==> config.mk <==
export PLATFORM = sky130hd
export DESIGN_NAME = rtlf_ctrl
export DESIGN_NICKNAME = d
export VERILOG_FILES = /design/src/rtl/rtlf_pkg.sv /design/src/rtl/rtlf_ctrl.sv
export SDC_FILE = /design/constraint.sdc
export NUM_CORES = 1
export LEC_CHECK = 0
export BUFFER_PORTS_ARGS = -buffer_cell sky130_fd_sc_hd__buf_2
export CAP_MARGIN = 10
export CORE_ASPECT_RATIO = 0.8
export CORE_UTILIZATION = 48
export DETAILED_ROUTE_END_ITERATION = 8
export GPL_ROUTABILITY_DRIVEN = 0
export PLACE_DENSITY = 0.76
export SETUP_SLACK_MARGIN = 0.1
export SLEW_MARGIN = 20
export SYNTH_ARGS = -nofsm -noshare
export SYNTH_HDL_FRONTEND = slang
export SYNTH_SLANG_ARGS = --single-unit
==> constraint.sdc <==
create_clock -name clk_i -period 2.4 [get_ports clk_i]
set_clock_uncertainty 0.05 [all_clocks]
set_input_delay 0.48 -clock clk_i [delete_from_list [all_inputs] [get_ports clk_i]]
set_output_delay 0.48 -clock clk_i [all_outputs]
set_load 0.01 [all_outputs]
==> src/rtl/rtlf_pkg.sv <==
package rtlf_pkg;

  localparam int unsigned CORDIC_STEPS = 16;
  localparam int unsigned CNT_W = 5;
  localparam logic [CNT_W-1:0] CORDIC_LAST = CNT_W'(CORDIC_STEPS - 1);
  localparam logic [CNT_W-1:0] SQRT_LAST = CNT_W'(31);

  localparam int unsigned CW = 36;
  localparam logic signed [CW-1:0] HALF_PI_Q29 = 36'sd843314857;
  localparam logic signed [CW-1:0] INV_GAIN_Q30 = 36'sd652032875;
  localparam logic signed [16:0] PI_Q13 = 17'sd25736;
  localparam logic signed [16:0] TWO_PI_Q13 = 17'sd51472;
  localparam logic signed [63:0] D_MAX = 64'sd8589934591;

  typedef enum logic [2:0] {
    CFG_ROTATE_GAIN       = 3'd0,
    CFG_SPEED_GAIN        = 3'd1,
    CFG_LOOKAHEAD_WEIGHT  = 3'd2,
    CFG_SPEED_LIMIT       = 3'd3,
    CFG_TURN_RATE_LIMIT   = 3'd4,
    CFG_HEADING_TOLERANCE = 3'd5,
    CFG_ARRIVAL_RADIUS    = 3'd6
  } cfg_idx_e;

  typedef enum logic [2:0] {
    MS_RG_ERR, MS_AX2, MS_AY2, MS_SG_DIST, MS_EX_SH, MS_EY_CH, MS_LW_SD, MS_RG_D
  } mul_sel_e;

  typedef enum logic [2:0] {
    ACC_HOLD, ACC_LOAD, ACC_ADD, ACC_SUB, ACC_ADD8
  } acc_op_e;

  typedef enum logic [1:0] {
    COR_VEC, COR_ROT_H, COR_ROT_D
  } cor_mode_e;

  typedef struct packed {
    logic             load_in;
    logic             mul_en;
    mul_sel_e         mul_sel;
    acc_op_e          acc_op;
    logic             cor_init;
    cor_mode_e        cor_mode;
    logic             cor_step;
    logic [CNT_W-1:0] iter;
    logic             head_we;
    logic             sq_init;
    logic             sq_step;
    logic             trig_h_we;
    logic             trig_d_we;
    logic             res_clr;
    logic             lin_we;
    logic             ang_we;
    logic             ang_line;
    logic             prev_we;
  } dp_cmd_t;

  typedef struct packed {
    logic aligned;
    logic arrived;
  } dp_stat_t;

  function automatic logic signed [CW-1:0] atan_q29(input logic [CNT_W-1:0] i);
    logic signed [CW-1:0] a;
    case (i)
      5'd0:    a = 36'sd421657428;
      5'd1:    a = 36'sd248918915;
      5'd2:    a = 36'sd131521918;
      5'd3:    a = 36'sd66762579;
      5'd4:    a = 36'sd33510843;
      5'd5:    a = 36'sd16771758;
      5'd6:    a = 36'sd8387925;
      5'd7:    a = 36'sd4194219;
      5'd8:    a = 36'sd2097141;
      5'd9:    a = 36'sd1048575;
      5'd10:   a = 36'sd524288;
      5'd11:   a = 36'sd262144;
      5'd12:   a = 36'sd131072;
      5'd13:   a = 36'sd65536;
      5'd14:   a = 36'sd32768;
      5'd15:   a = 36'sd16384;
      5'd16:   a = 36'sd8192;
      5'd17:   a = 36'sd4096;
      5'd18:   a = 36'sd2048;
      5'd19:   a = 36'sd1024;
      5'd20:   a = 36'sd512;
      5'd21:   a = 36'sd256;
      5'd22:   a = 36'sd128;
      5'd23:   a = 36'sd64;
      5'd24:   a = 36'sd32;
      5'd25:   a = 36'sd16;
      5'd26:   a = 36'sd8;
      5'd27:   a = 36'sd4;
      5'd28:   a = 36'sd2;
      5'd29:   a = 36'sd1;
      default: a = 36'sd0;
    endcase
    return a;
  endfunction

  function automatic logic signed [15:0] sat_lim(input logic signed [67:0] v,
                                                 input logic [14:0] lim);
    logic signed [67:0] l;
    logic signed [15:0] r;
    l = $signed({53'b0, lim});
    if (v > l) begin
      r = $signed({1'b0, lim});
    end else if (v < -l) begin
      r = -$signed({1'b0, lim});
    end else begin
      r = v[15:0];
    end
    return r;
  endfunction

endpackage

==> src/rtl/rtlf_ctrl.sv <==
module rtlf_ctrl (
  input  logic               clk_i,
  input  logic               rst_ni,
  input  logic               in_valid_i,
  output logic               in_ready_o,
  input  logic               out_free_i,
  output logic               emit_o,
  output logic [1:0]         phase_o,
  output logic               reached_o,
  output rtlf_pkg::dp_cmd_t  cmd_o,
  input  rtlf_pkg::dp_stat_t stat_i
);
  import rtlf_pkg::*;

  typedef enum logic [21:0] {
    S_IDLE     = 22'h000001,
    S_DECIDE   = 22'h000002,
    S_VEC      = 22'h000004,
    S_HEAD     = 22'h000008,
    S_ROT_CHK  = 22'h000010,
    S_ROT_ANG  = 22'h000020,
    S_SQ_AY    = 22'h000040,
    S_SQ_SUM   = 22'h000080,
    S_SQ_INIT  = 22'h000100,
    S_SQRT     = 22'h000200,
    S_DIST     = 22'h000400,
    S_LIN      = 22'h000800,
    S_SC_H     = 22'h001000,
    S_SC_H_END = 22'h002000,
    S_SC_D     = 22'h004000,
    S_SC_D_END = 22'h008000,
    S_M2       = 22'h010000,
    S_M3       = 22'h020000,
    S_M4       = 22'h040000,
    S_M5       = 22'h080000,
    S_M6       = 22'h100000,
    S_DONE     = 22'h200000
  } state_e;

  localparam logic [1:0] PH_WAIT = 2'd0;
  localparam logic [1:0] PH_ROT  = 2'd1;
  localparam logic [1:0] PH_LINE = 2'd2;

  state_e           state_q, state_d;
  logic [CNT_W-1:0] cnt_q, cnt_d;
  logic [1:0]       phase_q, phase_d;
  logic             reached_q, reached_d;

  always_comb begin
    state_d    = state_q;
    cnt_d      = cnt_q;
    phase_d    = phase_q;
    reached_d  = reached_q;
    cmd_o      = '0;
    cmd_o.iter = cnt_q;
    in_ready_o = 1'b0;
    emit_o     = 1'b0;
    case (state_q)
      S_IDLE: begin
        in_ready_o = 1'b1;
        if (in_valid_i) begin
          cmd_o.load_in = 1'b1;
          state_d       = S_DECIDE;
        end
      end
      S_DECIDE: begin
        reached_d = 1'b0;
        if (phase_q == PH_ROT) begin
          state_d = S_ROT_CHK;
        end else if (phase_q == PH_LINE) begin
          cmd_o.mul_en  = 1'b1;
          cmd_o.mul_sel = MS_AX2;
          state_d       = S_SQ_AY;
        end else begin
          cmd_o.cor_init = 1'b1;
          cmd_o.cor_mode = COR_VEC;
          cnt_d          = '0;
          state_d        = S_VEC;
        end
      end
      S_VEC: begin
        cmd_o.cor_step = 1'b1;
        cnt_d          = cnt_q + 1'b1;
        if (cnt_q == CORDIC_LAST) begin
          state_d = S_HEAD;
        end
      end
      S_HEAD: begin
        cmd_o.head_we = 1'b1;
        phase_d       = PH_ROT;
        state_d       = S_ROT_CHK;
      end
      S_ROT_CHK: begin
        cmd_o.res_clr = 1'b1;
        if (stat_i.aligned) begin
          phase_d = PH_LINE;
          state_d = S_DONE;
        end else begin
          cmd_o.mul_en  = 1'b1;
          cmd_o.mul_sel = MS_RG_ERR;
          state_d       = S_ROT_ANG;
        end
      end
      S_ROT_ANG: begin
        cmd_o.ang_we = 1'b1;
        state_d      = S_DONE;
      end
      S_SQ_AY: begin
        cmd_o.acc_op  = ACC_LOAD;
        cmd_o.mul_en  = 1'b1;
        cmd_o.mul_sel = MS_AY2;
        state_d       = S_SQ_SUM;
      end
      S_SQ_SUM: begin
        cmd_o.acc_op = ACC_ADD;
        state_d      = S_SQ_INIT;
      end
      S_SQ_INIT: begin
        cmd_o.sq_init = 1'b1;
        cnt_d         = '0;
        state_d       = S_SQRT;
      end
      S_SQRT: begin
        cmd_o.sq_step = 1'b1;
        cnt_d         = cnt_q + 1'b1;
        if (cnt_q == SQRT_LAST) begin
          state_d = S_DIST;
        end
      end
      S_DIST: begin
        if (stat_i.arrived) begin
          cmd_o.res_clr = 1'b1;
          cmd_o.prev_we = 1'b1;
          reached_d     = 1'b1;
          phase_d       = PH_WAIT;
          state_d       = S_DONE;
        end else begin
          cmd_o.mul_en  = 1'b1;
          cmd_o.mul_sel = MS_SG_DIST;
          state_d       = S_LIN;
        end
      end
      S_LIN: begin
        cmd_o.lin_we   = 1'b1;
        cmd_o.cor_init = 1'b1;
        cmd_o.cor_mode = COR_ROT_H;
        cnt_d          = '0;
        state_d        = S_SC_H;
      end
      S_SC_H: begin
        cmd_o.cor_step = 1'b1;
        cnt_d          = cnt_q + 1'b1;
        if (cnt_q == CORDIC_LAST) begin
          state_d = S_SC_H_END;
        end
      end
      S_SC_H_END: begin
        cmd_o.trig_h_we = 1'b1;
        cmd_o.cor_init  = 1'b1;
        cmd_o.cor_mode  = COR_ROT_D;
        cnt_d           = '0;
        state_d         = S_SC_D;
      end
      S_SC_D: begin
        cmd_o.cor_step = 1'b1;
        cnt_d          = cnt_q + 1'b1;
        if (cnt_q == CORDIC_LAST) begin
          state_d = S_SC_D_END;
        end
      end
      S_SC_D_END: begin
        cmd_o.trig_d_we = 1'b1;
        cmd_o.mul_en    = 1'b1;
        cmd_o.mul_sel   = MS_EX_SH;
        state_d         = S_M2;
      end
      S_M2: begin
        cmd_o.acc_op  = ACC_LOAD;
        cmd_o.mul_en  = 1'b1;
        cmd_o.mul_sel = MS_EY_CH;
        state_d       = S_M3;
      end
      S_M3: begin
        cmd_o.acc_op  = ACC_SUB;
        cmd_o.mul_en  = 1'b1;
        cmd_o.mul_sel = MS_LW_SD;
        state_d       = S_M4;
      end
      S_M4: begin
        cmd_o.acc_op = ACC_ADD8;
        state_d      = S_M5;
      end
      S_M5: begin
        cmd_o.mul_en  = 1'b1;
        cmd_o.mul_sel = MS_RG_D;
        state_d       = S_M6;
      end
      S_M6: begin
        cmd_o.ang_we   = 1'b1;
        cmd_o.ang_line = 1'b1;
        state_d        = S_DONE;
      end
      S_DONE: begin
        if (out_free_i) begin
          emit_o  = 1'b1;
          state_d = S_IDLE;
        end
      end
      default: begin
        state_d = S_IDLE;
      end
    endcase
  end

  always_ff @(posedge clk_i or negedge rst_ni) begin
    if (!rst_ni) begin
      state_q   <= S_IDLE;
      cnt_q     <= '0;
      phase_q   <= PH_WAIT;
      reached_q <= 1'b0;
    end else begin
      state_q   <= state_d;
      cnt_q     <= cnt_d;
      phase_q   <= phase_d;
      reached_q <= reached_d;
    end
  end

  assign phase_o   = phase_q;
  assign reached_o = reached_q;

endmodule

# After elaboration in Yosys (flattened, before gate mapping)
# Index checks and enable logic that the tools add are counted.
# word_totals
ff_bits,30
latch_bits,0
ram_bits,0
rom_bits,0
inputBits,6
output_inout_bits,32
mem_count,0
# classes
n_addsub,1
mul,0
div,0
n_lt_le_gt_ge,0
n_eq_ne,36
shifts,0
mux,45
bitwise,0
reduce_logical,12
# ops
operator,count
case mux 22 bit (21 select lines),1
two-way mux 22 bit,9
case mux 4 bit (8 select lines),1
"equality test 22 x 1 -> 1 bit, second input constant",1
"equality test 22 x 10 -> 1 bit, second input constant",1
"equality test 22 x 11 -> 1 bit, second input constant",1
"equality test 22 x 12 -> 1 bit, second input constant",1
"equality test 22 x 13 -> 1 bit, second input constant",1
"equality test 22 x 14 -> 1 bit, second input constant",1
"equality test 22 x 15 -> 1 bit, second input constant",1
"equality test 22 x 16 -> 1 bit, second input constant",1
"equality test 22 x 17 -> 1 bit, second input constant",1
"equality test 22 x 18 -> 1 bit, second input constant",1
"equality test 22 x 19 -> 1 bit, second input constant",1
"equality test 22 x 2 -> 1 bit, second input constant",1
"equality test 22 x 20 -> 1 bit, second input constant",1
"equality test 22 x 21 -> 1 bit, second input constant",1
"equality test 22 bit, second input constant",1
"equality test 22 x 3 -> 1 bit, second input constant",1
"equality test 22 x 4 -> 1 bit, second input constant",1
"equality test 22 x 5 -> 1 bit, second input constant",1
"equality test 22 x 6 -> 1 bit, second input constant",1
"equality test 22 x 7 -> 1 bit, second input constant",1
"equality test 22 x 8 -> 1 bit, second input constant",1
26 further kinds,62

# Logic depth before layout (Yosys ltp)
# logic_depth
depth_word,4
mapped_depth,7
mapped_depth_nobuf,6

# Worst setup path before layout
# No wires, ideal clock.
# synth_timing
path_type,flip-flop to output port
from,register state_q[12]
to,output port cmd_o[4] in the netlist's numbering
arrival_time_ns,1.997
path_slack_ns,-0.127
path_stages_with_launch,6
path_buffers,0
cell_sequence,dfrtp_1 -> nor4_2 -> nand3_2 -> nor4_1 -> a31oi_1 -> inv_1
# synth_lines
element,line,text
"start, declared",rtlf_ctrl.sv:44,"state_e state_q, state_d;"
"start signal, assigned",rtlf_ctrl.sv:222,state_q <= state_d;
"end, declared",rtlf_ctrl.sv:10,"output rtlf_pkg::dp_cmd_t cmd_o,"

==> impl_metrics.py <==
metrics = {
    "run_status": {
        "status": "finished, violations left",
        "failed_checks": "design-rule violations, negative setup slack",
    },
    "cts": {
        "cts-htree-levels": 2,
        "clockBufferDepth": 2,
        "path_clk_slew_ns": 0.07,
        "cts_tree": "yes",
        "root_buffer": "clkbuf_8",
        "clkLatencyLatePin_ns": 0.29,
        "cts_buffers": 5,
        "cts_sinks": 30,
    },
    "pwr": {
        "power_leakage_nw": 1.605,
        "p_per_area_nw_per_um2": 871.0,
        "internal-power_w": 0.001719,
        "power_frac_seq_pct": 23.3,
        "power_switching_w": 0.001030,
        "sw_frac_of_total_pct": 37.46,
        "clockPowerShare_pct": 23.7,
        "ir_worst_vdd_mv": 0.8156,
        "combPwrFrac_pct": 53.1,
    },
    "critical_path": {
        "arrival_ns": 2.30,
        "crit_path_max_incr_delay_ns": 0.44,
        "cp.required_ns": 1.87,
        "path_class": "register to output pin",
        "critPathLaunchType": "register",
        "cpMaxStageDelayCell": "dfrtp_2",
        "worstSetupEndpointType": "output pin",
        "cp_max_fo": 7,
        "path_cells": "nor4_4, buf_4, nand4_4, buf_6, nor4b_4, nor2_1, inv_1, buf_2",
    },
    "flow_run": {
        "max-cap-violations": 0,
    },
    "grt": {
        "grt_overflow_total": 0,
        "grt_pass1_wl_um": 9853,
        "grt_usage_pct": 32.39,
        "grt_max_degree": 31,
        "antenna_found_initial": 0,
        "first_global_vias": 1915,
    },
    "die": {
        "start_util_pct": 51.89,
        "die_w_um": 71.19,
        "die_area_um2": 4082,
        "coreArea_um2": 3542,
        "pin_count": 38,
        "die_y_um": 57.35,
        "rows": 19,
    },
    "timing": {
        "setup_viol_count_final": 36,
        "worst_slack_ns": -0.4292,
        "timing.final.crit_share_pct": 117.9,
        "hold_slack_ns": 0.1770,
        "slew_headroom_pct": 48.06,
        "hold_viol_final": 0,
        "rsz0062_at_grt": "yes",
        "tightestPinTransition_ns": 0.7792,
        "fmaxAchievable_ghz": 0.3535,
        "post-route-min-period_ns": 2.829,
        "drv_slew": 0,
    },
    "place": {
        "io_buffers": 37,
        "hpwl_um": 3862,
        "pre_cts_slack_ns": -0.06673,
    },
    "detailed_routing": {
        "vias": 2187,
        "postRouteAntennaNets": 0,
        "dr.first_iter.drc_count": 259,
        "drc": 1,
        "wl_per_cell_um": 21.33,
        "drt-total-wl_um": 7336,
        "first_pass_iters": 7,
        "vias_per_cell": 6.358,
    },
    "yosys": {
        "ys_warn_count": 0,
        "synth_area_leader_cell": "dfrtp_1",
        "synth-edff-count": 0,
        "synth_area_um2": 1838,
        "synth_most_common_cell": "dfrtp_1",
        "syn-num-nets": 198,
        "syn_area_per_cell_um2": 9.829,
        "synth_common_cells": "dfrtp_1, nor2_1, inv_1",
        "synth_cell_types": 51,
        "ys_seq_area_share_pct": 40.91,
        "synth-seq-cells": 30,
        "async_flop_share_pct": 100.0,
        "synth_area_leaders": "dfrtp_1, nor2_1, nor4_4",
        "yosysTopAreaCellShare_pct": 39.48,
        "synthCells": 187,
        "synthFlopType": "dfrtp_1",
    },
    "cells_and_area": {
        "antenna_cells": 0,
        "drive_gt1_share_pct": 57.95,
        "filler_cell_count": 152,
        "fin_nets": 312,
        "multi_input_area_um2": 1334,
        "fin_util_pct": 89.12,
        "seqCellArea_um2": 755.7,
        "syn_to_final_growth_pct": 71.75,
    },
    "worst_hold_path": {
        "min_path_type": "input pin to asynchronous set/reset pin",
    },
}
[cell families after synthesis]
family	synth area share, %
xor+xnor	1.906
compound gates	9.259
simple gates	40.43
buf+inv	4.084
flops	40.91
fa+ha+maj	3.404
[timing repair]
item,4_1_cts,5_1_grt
setup endpoints to repair,34,38
setup buffers,25,18
hold buffers,0,0
pin swaps,25,14
gates resized for setup,48,26
[layout make-up]
type / count / area share, %
tap: 42 / 1.665
sequential: 30 / 23.94
inverter: 14 / 1.665
multi-input combinational: 140 / 42.25
timing repair buffer: 110 / 25.96
clock buffer: 6 / 2.616
clock inverter: 2 / 1.902
[metrics by stage]
step                TNS (ns)  instance area, µm²  total power, W  cells
floorplan                  0                1947        0.001234    187
CTS                   -2.898                2970        0.002513    332
detailed placement   -0.2372                2422        0.001598    299
global placement    -0.03738                2422        0.001572    299
global route          -9.306                3157        0.002855    344
finish                -7.429                3157        0.002750    344
[final timing paths]
kind                            depth (start not counted)                       to               startpoint  slack (ns)
worst max register to register                         10     cnt_q[2]$_DFFE_PN0P_  state_q[18]$_DFFE_PN0P_       -0.23
worst max-delay path                                    8                cmd_o[15]  state_q[18]$_DFFE_PN0P_       -0.43
worst min register to register                          2    reached_o$_DFFE_PN0P_    reached_o$_DFFE_PN0P_        0.47
min in group clk_i                                      2   state_q[1]$_DFFE_PN0P_               in_valid_i        0.37
max in group asynchronous                               1  state_q[15]$_DFFE_PN0P_                   rst_ni        1.64
worst min-delay path                                    1  state_q[19]$_DFFE_PN0P_                   rst_ni        0.18
[registers in the layout, summed over array words and instances, names as in the netlist]
register / cells
cnt_q: 5
state_q: 22
reached_o: 1
phase_o: 2
[metal layers]
layer | wire length (µm) | up-vias | GRT usage, %
li1 | - | 930 | -
met1 | 3086 | 1073 | 43.86
met2 | 3307 | 151 | 49.80
met3 | 654 | 33 | 9.364
met4 | 288 | 0 | 11.71
met5 | 0 | - | 0
[worst max-delay path, delay by kind of cell, from the launching register on]
kind	cells	cell delay (ns)
flops	1	0.44
simple gates	4	0.93
buf+inv	4	0.64
[power by group through the flow]
stage                     Clock, W  Combinational (W)  Sequential [W]
after floorplan                  0           0.000566        0.000668
after global placement           0           0.000941        0.000632
after detailed placement         0           0.000963        0.000635
after CTS                 0.000650            0.00123        0.000636
after global routing      0.000674            0.00153        0.000648
final                     0.000651            0.00146        0.000640
[placed cells by master (no fill, tap or decap), types with 3 or more instances in the layout]
cell type and n:
nor4_2 3, nor3_1 5, inv_1 14, clkbuf_8 6, nand3_1 5, buf_6 19, dfrtp_2 3, buf_4 60
xnor2_1 3, nor3_2 4, dfrtp_1 26, nand4_1 4, buf_2 31, nand2_2 3, nor4_4 9, ha_1 5
nor2_4 3, nor2_1 13, a21o_1 3, nor4b_4 4, o21ai_1 4, or3_1 6, and3_4 3, nand2b_1 7
No activity file was read; power rests on OpenSTA's default activity.
